===== src/design/lsdm_pkg.sv =====
// ----------------------------------------------------------------------------
// lsdm_pkg
// Shared types and constants of the looping sample drone mixer: field widths,
// command codes, the decoded operation that travels through the queue, and
// the configuration register map.
// ----------------------------------------------------------------------------
package lsdm_pkg;

    // field widths of the channels
    localparam int CMD_W      = 3;
    localparam int VOICE_W    = 2;
    localparam int ADDR_W     = 12;
    localparam int SAMPLE_W   = 16;
    localparam int LENGTH_W   = 13;
    localparam int RATE_W     = 20;
    localparam int OUT_W      = 20;

    // configuration registers
    localparam int GAIN_W     = 16;
    localparam int PITCH_W    = 18;
    localparam int CFG_IDX_W  = 1;
    localparam int CFG_DATA_W = 18;

    localparam logic [CFG_IDX_W-1:0] CFG_MASTER_GAIN  = 1'd0;
    localparam logic [CFG_IDX_W-1:0] CFG_PITCH_FACTOR = 1'd1;

    localparam logic [GAIN_W-1:0]  GAIN_RESET  = 16'd16384;
    localparam logic [PITCH_W-1:0] PITCH_RESET = 18'd65536;

    // fixed point: phase and pitch carry sixteen fraction bits
    localparam int FRAC_W = 16;

    // output saturation bounds
    localparam int OUT_MAX = 524287;
    localparam int OUT_MIN = -524288;

    // command queue between front and back
    localparam int QUEUE_DEPTH = 2;
    localparam int QPTR_W      = 1;
    localparam int QCNT_W      = 2;

    // command codes
    typedef enum logic [CMD_W-1:0] {
        CMD_LOAD      = 3'd0,
        CMD_SET_VOICE = 3'd1,
        CMD_TOGGLE    = 3'd2,
        CMD_ALL_OFF   = 3'd3,
        CMD_TICK      = 3'd4
    } cmd_t;

    // decoded, range-checked operation
    typedef struct packed {
        cmd_t                        kind;
        logic [VOICE_W-1:0]          voice;
        logic [ADDR_W-1:0]           address;
        logic signed [SAMPLE_W-1:0]  sample;
        logic [LENGTH_W-1:0]         length;
        logic [RATE_W-1:0]           rate;
    } op_t;

    // queue fill status
    typedef struct packed {
        logic empty;
        logic full;
    } queue_status_t;

endpackage


===== src/design/lsdm_front.sv =====
// ----------------------------------------------------------------------------
// lsdm_front
// Input side: takes items, drops those that do nothing (unknown codes,
// voice or address out of range), clamps the loop length and pushes the
// decoded operation into the command queue.
// ----------------------------------------------------------------------------
module lsdm_front #(
    parameter int VOICE_COUNT = 4,
    parameter int LOOP_DEPTH  = 4096
) (
    input  logic                                  s_valid,
    output logic                                  s_ready,
    input  logic [lsdm_pkg::CMD_W-1:0]            s_command,
    input  logic [lsdm_pkg::VOICE_W-1:0]          s_voice,
    input  logic [lsdm_pkg::ADDR_W-1:0]           s_address,
    input  logic signed [lsdm_pkg::SAMPLE_W-1:0]  s_sample_value,
    input  logic [lsdm_pkg::LENGTH_W-1:0]         s_length,
    input  logic [lsdm_pkg::RATE_W-1:0]           s_rate,
    input  lsdm_pkg::queue_status_t               q_status,
    output logic                                  q_push,
    output lsdm_pkg::op_t                         q_op
);

    logic voice_ok;
    logic addr_ok;
    logic keep;
    logic [lsdm_pkg::LENGTH_W-1:0] length_clamped;

    // range checks
    assign voice_ok = (int'(s_voice) < VOICE_COUNT);
    assign addr_ok  = (int'(s_address) < LOOP_DEPTH);

    // loop length saturates at the loop depth
    assign length_clamped = (int'(s_length) > LOOP_DEPTH) ?
                            lsdm_pkg::LENGTH_W'(LOOP_DEPTH) : s_length;

    // classify the item
    always_comb begin
        keep = 1'b0;
        case (s_command)
            lsdm_pkg::CMD_LOAD:      keep = voice_ok && addr_ok;
            lsdm_pkg::CMD_SET_VOICE: keep = voice_ok;
            lsdm_pkg::CMD_TOGGLE:    keep = voice_ok;
            lsdm_pkg::CMD_ALL_OFF:   keep = 1'b1;
            lsdm_pkg::CMD_TICK:      keep = 1'b1;
            default:                 keep = 1'b0;
        endcase
    end

    // decoded operation
    always_comb begin
        q_op.kind    = lsdm_pkg::cmd_t'(s_command);
        q_op.voice   = s_voice;
        q_op.address = s_address;
        q_op.sample  = s_sample_value;
        q_op.length  = length_clamped;
        q_op.rate    = s_rate;
    end

    // items that do nothing are taken and dropped
    assign s_ready = !q_status.full;
    assign q_push  = s_valid && s_ready && keep;

endmodule


===== config.mk =====
export PLATFORM = sky130hd
export DESIGN_NAME = lsdm_front
export DESIGN_NICKNAME = d
export VERILOG_FILES = /design/src/design/lsdm_pkg.sv /design/src/design/lsdm_front.sv
export SDC_FILE = /design/constraint.sdc
export NUM_CORES = 1
export LEC_CHECK = 0
export ABC_AREA = 1
export BUFFER_PORTS_ARGS = -buffer_cell sky130_fd_sc_hd__buf_2
export CAP_MARGIN = 15
export CORE_AREA = 2 2 54 51
export DETAILED_ROUTE_END_ITERATION = 10
export DIE_AREA = 0 0 56 53
export PLACE_DENSITY = 0.89
export SYNTH_ARGS = -nofsm -noshare
export SYNTH_HDL_FRONTEND = slang
export SYNTH_SLANG_ARGS = --single-unit

===== constraint.sdc =====
create_clock -name vclk -period 2.75
set_clock_uncertainty 0.1 [all_clocks]
set_input_delay 0.55 -clock vclk [all_inputs]
set_output_delay 0.55 -clock vclk [all_outputs]
set_load 0.02 [all_outputs]

* Word-level counts from Yosys, hierarchy flattened
Cells that the tools add are included.
** Storage, ports and cells
- Flip-flop bits (word level) :: 0
- Output and inout bits :: 68
** Cells by class
- $lt $le $gt $ge :: 1
- Eq/ne operators :: 4
- Multiplexer cells :: 2
- Reductions and logical operators :: 5
** Operators with widths (number)
- greater-than comparator 13 bit, second input constant :: 1
- 2-to-1 mux 13 bit :: 1
- equality test 3 x 2 -> 1 bit, second input constant :: 2
- OR reduction 5 bit :: 1
- equality test 3 x 1 -> 1 bit, second input constant :: 1
- equality test 3 bit, second input constant :: 1
- logical NOT 3 bit :: 1
- logical AND 1 bit :: 2
- logical NOT 1 bit :: 1
- 2-to-1 mux 1 bit :: 1

* Depth between registers and ports, before layout
- Word-level depth :: 4
- Gate-level depth with buffers :: 6
- Mapped depth without buffers :: 5

* Least setup slack after synthesis
No wires, ideal clock.
- Path type :: input to output
- Start :: in s_length[4] (netlist bit)
- End :: out q_op[23] (netlist bit)
- Data arrival time :: 1.261 ns
- Required time :: 2.100 ns
- Setup slack :: 0.839 ns
- Stages on the path :: 6
- Path through :: nor2_1 -> nand2_1 -> nor2_2 -> nand2_2 -> buf_6 -> a21oi_2
** RTL lines
- start, declared :: line lsdm_front.sv:17 : input logic [lsdm_pkg::LENGTH_W-1:0] s_length,
- end, declared :: line lsdm_front.sv:21 : output lsdm_pkg::op_t q_op

==> summary.md <==
| Metric | Value |
|---|---|
| Initial Util | 26.5% |
| N_diodes | 0 |
| Mapped Nets | 164 |
| Cts repair resizes | 0 |
| Crit-path leading delay family | simple AND/OR/NAND/NOR gates |
| Sequence of cells on the critical path | buf_2 -> nor2_1 -> nand2_1 -> nor2_2 -> nand2_2 -> a21oi_1 -> buf_2 |
| Die ar. | 2970 sq um |
| DRT antenna net count | 0 |
| Cells after Synth | 95 |
| Period utilization | 79.9% |
| Crit-path max cell delay | 0.23 ns |
| Largest net degree at the start of global routing | 14 |
| # fillers | 301 |
| Overall Global Routing Usage | 7.48% |
| Post-synth top area cell | buf_4 |
| Power per Cell Area | 156 nW/um^2 |
| Hold buffers post-CTS | 0 |
| Synth cell count leaders | buf_4 (53), inv_1 (12), a21oi_2 (9) |
| First-pass GRT wire length | 1760 microns |
| Seq cells | 0 |
| CP startpoint kind | input pin |
| Worst-path fanout max | 12 |
| Top-area cell type share of the netlist area | 63.1% |
| Overall Power | 66.6 uW |
| Count leader, synth | buf_4 |
| Setup Crit Path Kind | in2out |
| Layout area overhead | -32.1% |
| # setup viols final | 0 |
| VDD IR max | 0.0365 mV |
| Initial antenna violation count | 0 |
| Drt pass-1 iters | 2 |
| DRT iter0 DRCs | 2 |
| Yosys warns | 0 |
| DR WL/cell | 12.1 microns |
| Worst path most repeated cell | buf_2 |
| Die height | 53 microns |
| Unrepaired setup endpoints after global routing | no |
| Setup_tns | 0 ns |
| Status | completed |
| Req. time, crit path | 2.10 ns |
| Buffer count from post-CTS setup fixing | 0 |
| Fraction of layout cells with a size suffix above 1 | 65.3% |
| Max-cap check violation count | 0 |
| Slowest CP cell | nand2_2 |
| Fin nets | 146 |
| Inst Count DP | 103 |
| GRT overflow | 0 |
| Gp weighted congestion | 0.594 |
| Crit path buf inv count | 2 |
| Final cell count without fillers | 103 |
| Via Count | 422 |
| DR WL met2 | 634 microns |
| Cell variety after synth | 14 |
| Remaining routing DRC violations | 0 |
| Post-synthesis sequential area ratio | 0% |
| Multi-input gate area in the final layout | 164 sq um |
| Clock buffer cells | 0 |
| Fin. Hold Viols | 0 |
| Die width | 56 microns |
| Buffers on Ports | 36 |
| Leak pwr | 0.000265 uW |
| Metal3 WL | 217 microns |
| Register Area | 0 sq um |
| Worst setup EP type | output pin |
| Detailed placer's ending HPWL | 1080 microns |
| Drt total wl | 1250 microns |
| Row cnt | 17 |
| Post-Syn Area per Cell | 6.64 sq um |
| Mapped Area | 631 sq um |
| Relative slew slack | 74.7% |
| Worst Hold Class | in2out |
| Top post-synthesis cells by area | buf_4 (63%), a21oi_2 (13%), inv_1 (7.1%) |
| Area of the core | 2380 sq um |
| Max layer used | met4 |
| Met1 wire length | 329 microns |
| Data arrival, critical path | 1.55 ns |
| Tmin final | 2.20 ns |
| Vias in the first global route | 385 |
| Ports | 137 |
| Avg Vias per Cell | 4.10 |
| Max Clock Freq | 0.455 GHz |
| Pins Over Slew Limit | 0 |
| Actual slew at the worst max-slew pin | 0.380 ns |
[layout by cell type (no fill, tap or decap)]
master,n
o21ai_0,1
inv_1,12
nand2_1,5
inv_2,1
buf_2,36
nand2_2,1
nor2_1,6
a21oi_2,9
a21oi_1,2
nor2_2,1
a21oi_4,1
[path summary, 6_finish.rpt]
| check | from | end | cells after the start |
|---|---|---|---|
| setup / recovery | s_length[4] | q_op[21] | 7 |
| hold / removal | s_rate[19] | q_op[19] | 0 |
[final cells by class]
cell class	count	area share [%]
Tap cell	28	8.19
Timing Repair Buffer	36	42.1
Multi-Input combinational cell	26	38.3
Inverter	13	11.4
[per-layer routing]
layer	GRT usage [%]	up-vias
met1	5.34	166
li1	-	189
met3	2.93	18
met2	16.3	49
met4	4.37	0
met5	0	-
[report_power, final]
part	internal, uW	switching (uW)	total, uW
combinational	26.2	40.4	66.6
clock	0	0	0
sequential	0	0	0
[metrics by stage]
stage               area (sq um)  utilization [%]  worst slack, ns  hold slack, ns
finish                       428             18.0            0.552            1.00
detailed placement           428             18.0            0.497            1.00
CTS                          428             18.0            0.497            1.00
global placement             428             18.0            0.505            1.00
floorplan                    631                -            0.839            1.08
global route                 428             18.0            0.353            1.00
[cells by family after synthesis]
| kind of cell | synth area share, % |
|---|---|
| AOI/OAI and AO/OA | 17.5 |
| buffers and inverters | 74.0 |
| and+or+nand+nor | 8.53 |
Note: power is estimated with default switching activity, not from simulation.
