==> src/design/lsdm_pkg.sv <==
// ----------------------------------------------------------------------------
// lsdm_pkg
// Shared types and constants of the looping sample drone mixer: field widths,
// command codes, the decoded operation that travels through the queue, and
// the configuration register map.
// ----------------------------------------------------------------------------
package lsdm_pkg;

    // field widths of the channels
    localparam int CMD_W      = 3;
    localparam int VOICE_W    = 2;
    localparam int ADDR_W     = 12;
    localparam int SAMPLE_W   = 16;
    localparam int LENGTH_W   = 13;
    localparam int RATE_W     = 20;
    localparam int OUT_W      = 20;

    // configuration registers
    localparam int GAIN_W     = 16;
    localparam int PITCH_W    = 18;
    localparam int CFG_IDX_W  = 1;
    localparam int CFG_DATA_W = 18;

    localparam logic [CFG_IDX_W-1:0] CFG_MASTER_GAIN  = 1'd0;
    localparam logic [CFG_IDX_W-1:0] CFG_PITCH_FACTOR = 1'd1;

    localparam logic [GAIN_W-1:0]  GAIN_RESET  = 16'd16384;
    localparam logic [PITCH_W-1:0] PITCH_RESET = 18'd65536;

    // fixed point: phase and pitch carry sixteen fraction bits
    localparam int FRAC_W = 16;

    // output saturation bounds
    localparam int OUT_MAX = 524287;
    localparam int OUT_MIN = -524288;

    // command queue between front and back
    localparam int QUEUE_DEPTH = 2;
    localparam int QPTR_W      = 1;
    localparam int QCNT_W      = 2;

    // command codes
    typedef enum logic [CMD_W-1:0] {
        CMD_LOAD      = 3'd0,
        CMD_SET_VOICE = 3'd1,
        CMD_TOGGLE    = 3'd2,
        CMD_ALL_OFF   = 3'd3,
        CMD_TICK      = 3'd4
    } cmd_t;

    // decoded, range-checked operation
    typedef struct packed {
        cmd_t                        kind;
        logic [VOICE_W-1:0]          voice;
        logic [ADDR_W-1:0]           address;
        logic signed [SAMPLE_W-1:0]  sample;
        logic [LENGTH_W-1:0]         length;
        logic [RATE_W-1:0]           rate;
    } op_t;

    // queue fill status
    typedef struct packed {
        logic empty;
        logic full;
    } queue_status_t;

endpackage

==> src/design/lsdm_queue.sv <==
// ----------------------------------------------------------------------------
// lsdm_queue
// Short first-in first-out queue of decoded operations between the front
// and the back, so that either side can stall without holding the other.
// ----------------------------------------------------------------------------
module lsdm_queue (
    input  logic                     aclk,
    input  logic                     aresetn,
    input  logic                     push,
    input  lsdm_pkg::op_t            push_op,
    input  logic                     pop,
    output lsdm_pkg::op_t            pop_op,
    output lsdm_pkg::queue_status_t  status
);

    lsdm_pkg::op_t                  slot_reg [lsdm_pkg::QUEUE_DEPTH];
    logic [lsdm_pkg::QPTR_W-1:0]    wr_ptr_reg;
    logic [lsdm_pkg::QPTR_W-1:0]    rd_ptr_reg;
    logic [lsdm_pkg::QCNT_W-1:0]    count_reg;
    logic [lsdm_pkg::QPTR_W-1:0]    wr_ptr_next;
    logic [lsdm_pkg::QPTR_W-1:0]    rd_ptr_next;

    // pointer wrap
    assign wr_ptr_next = (wr_ptr_reg == lsdm_pkg::QPTR_W'(lsdm_pkg::QUEUE_DEPTH - 1)) ?
                         '0 : wr_ptr_reg + lsdm_pkg::QPTR_W'(1);
    assign rd_ptr_next = (rd_ptr_reg == lsdm_pkg::QPTR_W'(lsdm_pkg::QUEUE_DEPTH - 1)) ?
                         '0 : rd_ptr_reg + lsdm_pkg::QPTR_W'(1);

    // pointers and fill count
    always_ff @(posedge aclk) begin
        if (!aresetn) begin
            wr_ptr_reg <= '0;
            rd_ptr_reg <= '0;
            count_reg  <= '0;
        end else begin
            if (push) begin
                wr_ptr_reg <= wr_ptr_next;
            end
            if (pop) begin
                rd_ptr_reg <= rd_ptr_next;
            end
            if (push && !pop) begin
                count_reg <= count_reg + lsdm_pkg::QCNT_W'(1);
            end else if (pop && !push) begin
                count_reg <= count_reg - lsdm_pkg::QCNT_W'(1);
            end
        end
    end

    // storage
    always_ff @(posedge aclk) begin
        if (push) begin
            slot_reg[wr_ptr_reg] <= push_op;
        end
    end

    assign pop_op       = slot_reg[rd_ptr_reg];
    assign status.empty = (count_reg == '0);
    assign status.full  = (count_reg == lsdm_pkg::QCNT_W'(lsdm_pkg::QUEUE_DEPTH));

endmodule

==> config.mk <==
export PLATFORM = sky130hd
export DESIGN_NAME = lsdm_queue
export DESIGN_NICKNAME = d
export VERILOG_FILES = /design/src/design/lsdm_pkg.sv /design/src/design/lsdm_queue.sv
export SDC_FILE = /design/constraint.sdc
export NUM_CORES = 1
export LEC_CHECK = 0
export BUFFER_PORTS_ARGS = -buffer_cell sky130_fd_sc_hd__buf_2
export CAP_MARGIN = 0
export CORE_ASPECT_RATIO = 1.4
export CORE_MARGIN = 2
export CORE_UTILIZATION = 47
export CTS_CLUSTER_SIZE = 8
export DETAILED_ROUTE_END_ITERATION = 10
export PLACE_DENSITY = 0.73
export SLEW_MARGIN = 20
export SYNTH_ARGS = -nofsm -noshare
export SYNTH_HDL_FRONTEND = slang
export SYNTH_SLANG_ARGS = --single-unit
==> constraint.sdc <==
create_clock -name aclk -period 5.7 [get_ports aclk]
set_input_delay 1.14 -clock aclk [delete_from_list [all_inputs] [get_ports aclk]]
set_output_delay 1.14 -clock aclk [all_outputs]
set_load 0.005 [all_outputs]
## Yosys cells after proc, flatten, opt, wreduce, memory -nomap -nowiden

Memories as Yosys holds them, arrays and structs flattened. A register that Yosys moved wholly into a read port is not among the register bits.
Cells that the tools add are included.

- Memory bits (writable): 132
- Memories kept: 1
- Output and inout port bits: 68
- Input port bits: 70
- Bits in registers: 4
- Logic and storage cells: 23

- Reduce and logical (&&, ||, !) cells: 6
- Equality and inequality tests: 1
- $add $sub $neg: 4
- Multiplexer cells: 8

Memories:

| memory | words | width | rd ports | clocked after memory_dff | wr ports | line | source |
|---|---|---|---|---|---|---|---|
| slot_reg | 2 | 66 | 1 | 1 | 1 | lsdm_queue.sv:16 | `lsdm_pkg::op_t slot_reg [lsdm_pkg::QUEUE_DEPTH];` |

Operators with widths:

| kind | number |
|---|---|
| $mux W1 | 6 |
| $mux W2 | 2 |
| $add A1 B1 Y1 const B | 2 |
| $add A2 B1 Y2 const B | 1 |
| $eq A2 B2 Y1 const B | 1 |
| $logic_and A1 B1 Y1 | 2 |
| $logic_not A1 Y1 | 2 |
| $logic_not A2 Y1 | 1 |
| $reduce_bool A2 Y1 | 1 |
| $sub A2 B1 Y2 const B | 1 |

## Logic depth before layout (Yosys ltp)

- Word-level depth: 4
- Mapped depth: 5
- Mapped depth without buffers: 5

## Worst setup path before layout

No wires, ideal clock.

- Kind: in2reg
- From: input push
- To: memory slot_reg[0][0] (netlist bit) (enable)
- Buffers on the path: 0
- Cell stages on the path: 1
- Required time: 5.201 ns
- Setup time: 0.499 ns
- Arrival: 4.071 ns
- Setup slack: 1.130 ns
- Cell sequence: nor2b_1

- Word-level cells in the longest chain between the ends: 2

Ends and longest elaborated chain:

| what | line | source |
|---|---|---|
| from (decl) | lsdm_queue.sv:9 | `input logic push,` |
| $mux W1 | lsdm_queue.sv:52 | `if (push) begin` |
| $mux W1 (not written as such) | lsdm_queue.sv:53 | `slot_reg[wr_ptr_reg] <= push_op;` |
| to (decl) | lsdm_queue.sv:16 |  |

Every way passes these cells.

==> metrics.md <==
| Metric | Value |
|---|---|
| Status | finished clean |
| R2R depth | 2 |
| Count of pins over their slew limit | 0 |
| R2R Setup Slk | 3720 ps |
| Slew HR | 40.65% |
| Placer Congestion | 0.7440 |
| Slowest stage delay, CP | 780 ps |
| Vias per Instance | 4.804 |
| # IOs | 138 |
| Clock buffer count from CTS | 17 |
| Commonest non-fill, non-tap cells in the layout | buf_2, edfxtp_1, mux2_2 |
| Port Buf Inserts | 137 |
| CP Launch Type | flop |
| Pre-antenna DRT Iters | 4 |
| Slowest-stage cell, CP | dfxtp_2 |
| Sequential fraction of the synthesis area | 81.46% |
| Antenna Nets Post-Route | 0 |
| Post-Syn Area per Cell | 21.98 um^2 |
| Placed inst area | 5817 um^2 |
| CTS resizes | 0 |
| YS warnings | 0 |
| Die area | 11470 um^2 |
| Skew final | 7.058 ps |
| Fin util | 61.34% |
| DRC Markers | 0 |
| Clk buf depth | 2 |
| FMAX | 292.3 MHz |
| Mapped cell area | 4989 um^2 |
| Leakage | 2.399 nW |
| Hold Fails Final Rpt | 0 |
| WP buf/inv | 2 |
| Post-synthesis instance total | 227 |
| Worst-path clk slew | 60 ps |
| Gr ovfl total | 0 |
| Arrival @ worst endpoint | 2280 ps |
| Synth top area share | 79.46% |
| Leading cell type in the layout, fill and taps excluded | buf_2 |
| Drt initial violations | 146 |
| Max reg flops | 132 |
| Worst slew pin tran | 890.3 ps |
| CP max FO | 37 |
| Clk sinks | 137 |
| Clk_lat worst skew | 400 ps |
| Post-route setup TNS | 0 ps |
| Ant diodes | 0 |
| Syn_nets | 298 |
| CTS root buf | clkbuf_16 |
| DP Wirelength | 5683 um |
| Yosys top cell by area | edfxtp_1 |
| Row cnt | 44 |
| Setup Fix Bufs, Post-CTS | 0 |
| Chip height | 125.9 um |
| Largest net degree at the start of global routing | 68 |
| Hold endpoint | count_reg[1] |
| First-pass GRT wire length | 13270 um |
| Post-synth EDFFs | 132 |
| Horiz. Die Dim | 91.07 um |
| CTS tree | yes |
| CP required | 4560 ps |
| VDD IR max | 0.2423 mV |
| Top FF cell, synth | edfxtp_1 |
| Hold depth | 2 |
| Min-delay src | count_reg[1] |
| Nets@finish | 450 |
| Period minus WS final | 3421 ps |
| Post-synthesis async set-or-reset flop share | 0% |
| Final setup vio count | 0 |
| RR Endpoint | slot_reg[1][39] |
| Cts hold-fix bufs | 0 |
| Initial antenna violation count | 0 |
| Ratio of final minimum period to clock period | 60.02% |
| Top delay family on crit path | flip-flops |
| Synthesized flop and latch total | 137 |
| Area growth from synthesis to layout | 27.26% |
| Average wire per standard cell | 16.69 um |
| Initial core utilization | 48.20% |
| Power Dens Cells | 368.1 nW/um^2 |
| Drt total wl | 8845 um |
| Share of cells above drive strength 1 | 60.46% |
| Worst flop-to-flop path startpoint | wr_ptr_reg |
| Core area | 10350 um^2 |
| CP endpoint kind | output port |
| Synth area leaders | edfxtp_1, mux2_2, dfxtp_1 |
| Worst-path cell chain | buf_4 -> mux2_2 -> buf_2 |
| Via count | 2546 |
| Tightest Hold Check Type | flop to flop |
| RSZ-0062 raised after global routing | no |
| Post-route cell area | 6349 um^2 |
| MaxCap Viol Count | 0 |
| Critical path class | flop to output port |
| Distinct cells, synth | 18 |
| Number of global-route vias before repair | 2728 |
| # H-tree levels | 4 |
| GRT Overall Usage | 15.78% |
## worst max-delay path by stage
| stage | cells after the start | endpoint | slack [ps] |
|---|---|---|---|
| 3_5_place_dp | 3 | pop_op[37] | 2650 |
| 4_1_cts | 3 | pop_op[31] | 2190 |
| 5_1_grt | 3 | pop_op[42] | 2110 |
| 2_1_floorplan | 1 | slot_reg[0][0] | 1130 |
| 3_3_place_gp | 3 | pop_op[37] | 2670 |
| 6_report | 3 | pop_op[43] | 2280 |
## where the power goes
part / switching (mW) / total, mW / leakage (nW) / internal, mW
combinational: 0.0877 / 0.193 / 0.865 / 0.105
sequential: 0.0219 / 1.19 / 1.28 / 1.16
clock: 0.369 / 0.957 / 0.253 / 0.588
## worst register-to-register path, cell delays in order, from the launching register on
cell and delay, ps:
dfxtp_1 370, and2_2 610, buf_4 610
## area by class of cell
| class | count | area [um^2] |
|---|---|---|
| Timing Repair Buffer | 140 | 708.2 |
| Clock inverter | 7 | 46.29 |
| Tap cell | 138 | 172.7 |
| Clock buffer | 25 | 485.5 |
| Multi-Input combinational cell | 82 | 867.1 |
| Sequential cell | 137 | 4065 |
| Inverter | 1 | 3.754 |
| Fill cell | 824 | 4001 |
## through the flow
stage	hold slack, ps	power, mW	worst slack (ps)	instances
CTS	507.0	2.364	2193	530
global route	565.7	2.420	2113	530
finish	503.3	2.337	2279	530
detailed placement	497.0	1.405	2647	498
global placement	479.1	1.397	2666	498
floorplan	466.2	1.310	1130	227
## logic make-up after synthesis
family / count (synthesis) / share of synthesized area [%]
buffers and inverters: 8 / 1.329
multiplexers: 66 / 14.90
XOR/XNOR: 3 / 0.5268
AND/OR/NAND/NOR: 9 / 1.129
AO/OA/AOI/OAI: 3 / 0.4013
flip-flops: 137 / 81.46
adder cells (fa/ha/maj): 1 / 0.2508
## synthesized netlist by cell type (all sizes together), types with 2 or more instances
library cell	count
mux2	66
and2	4
dfxtp	5
buf	7
nor2b	2
xor2	2
edfxtp	132
## layer usage
metal  global-route usage, %  share of wire (%)
met4                   10.07                2.2
met1                   16.70                 37
met3                   4.426                5.5
met2                   27.45                 55
met5                       0                  0
(Power assumes the default switching activity.)
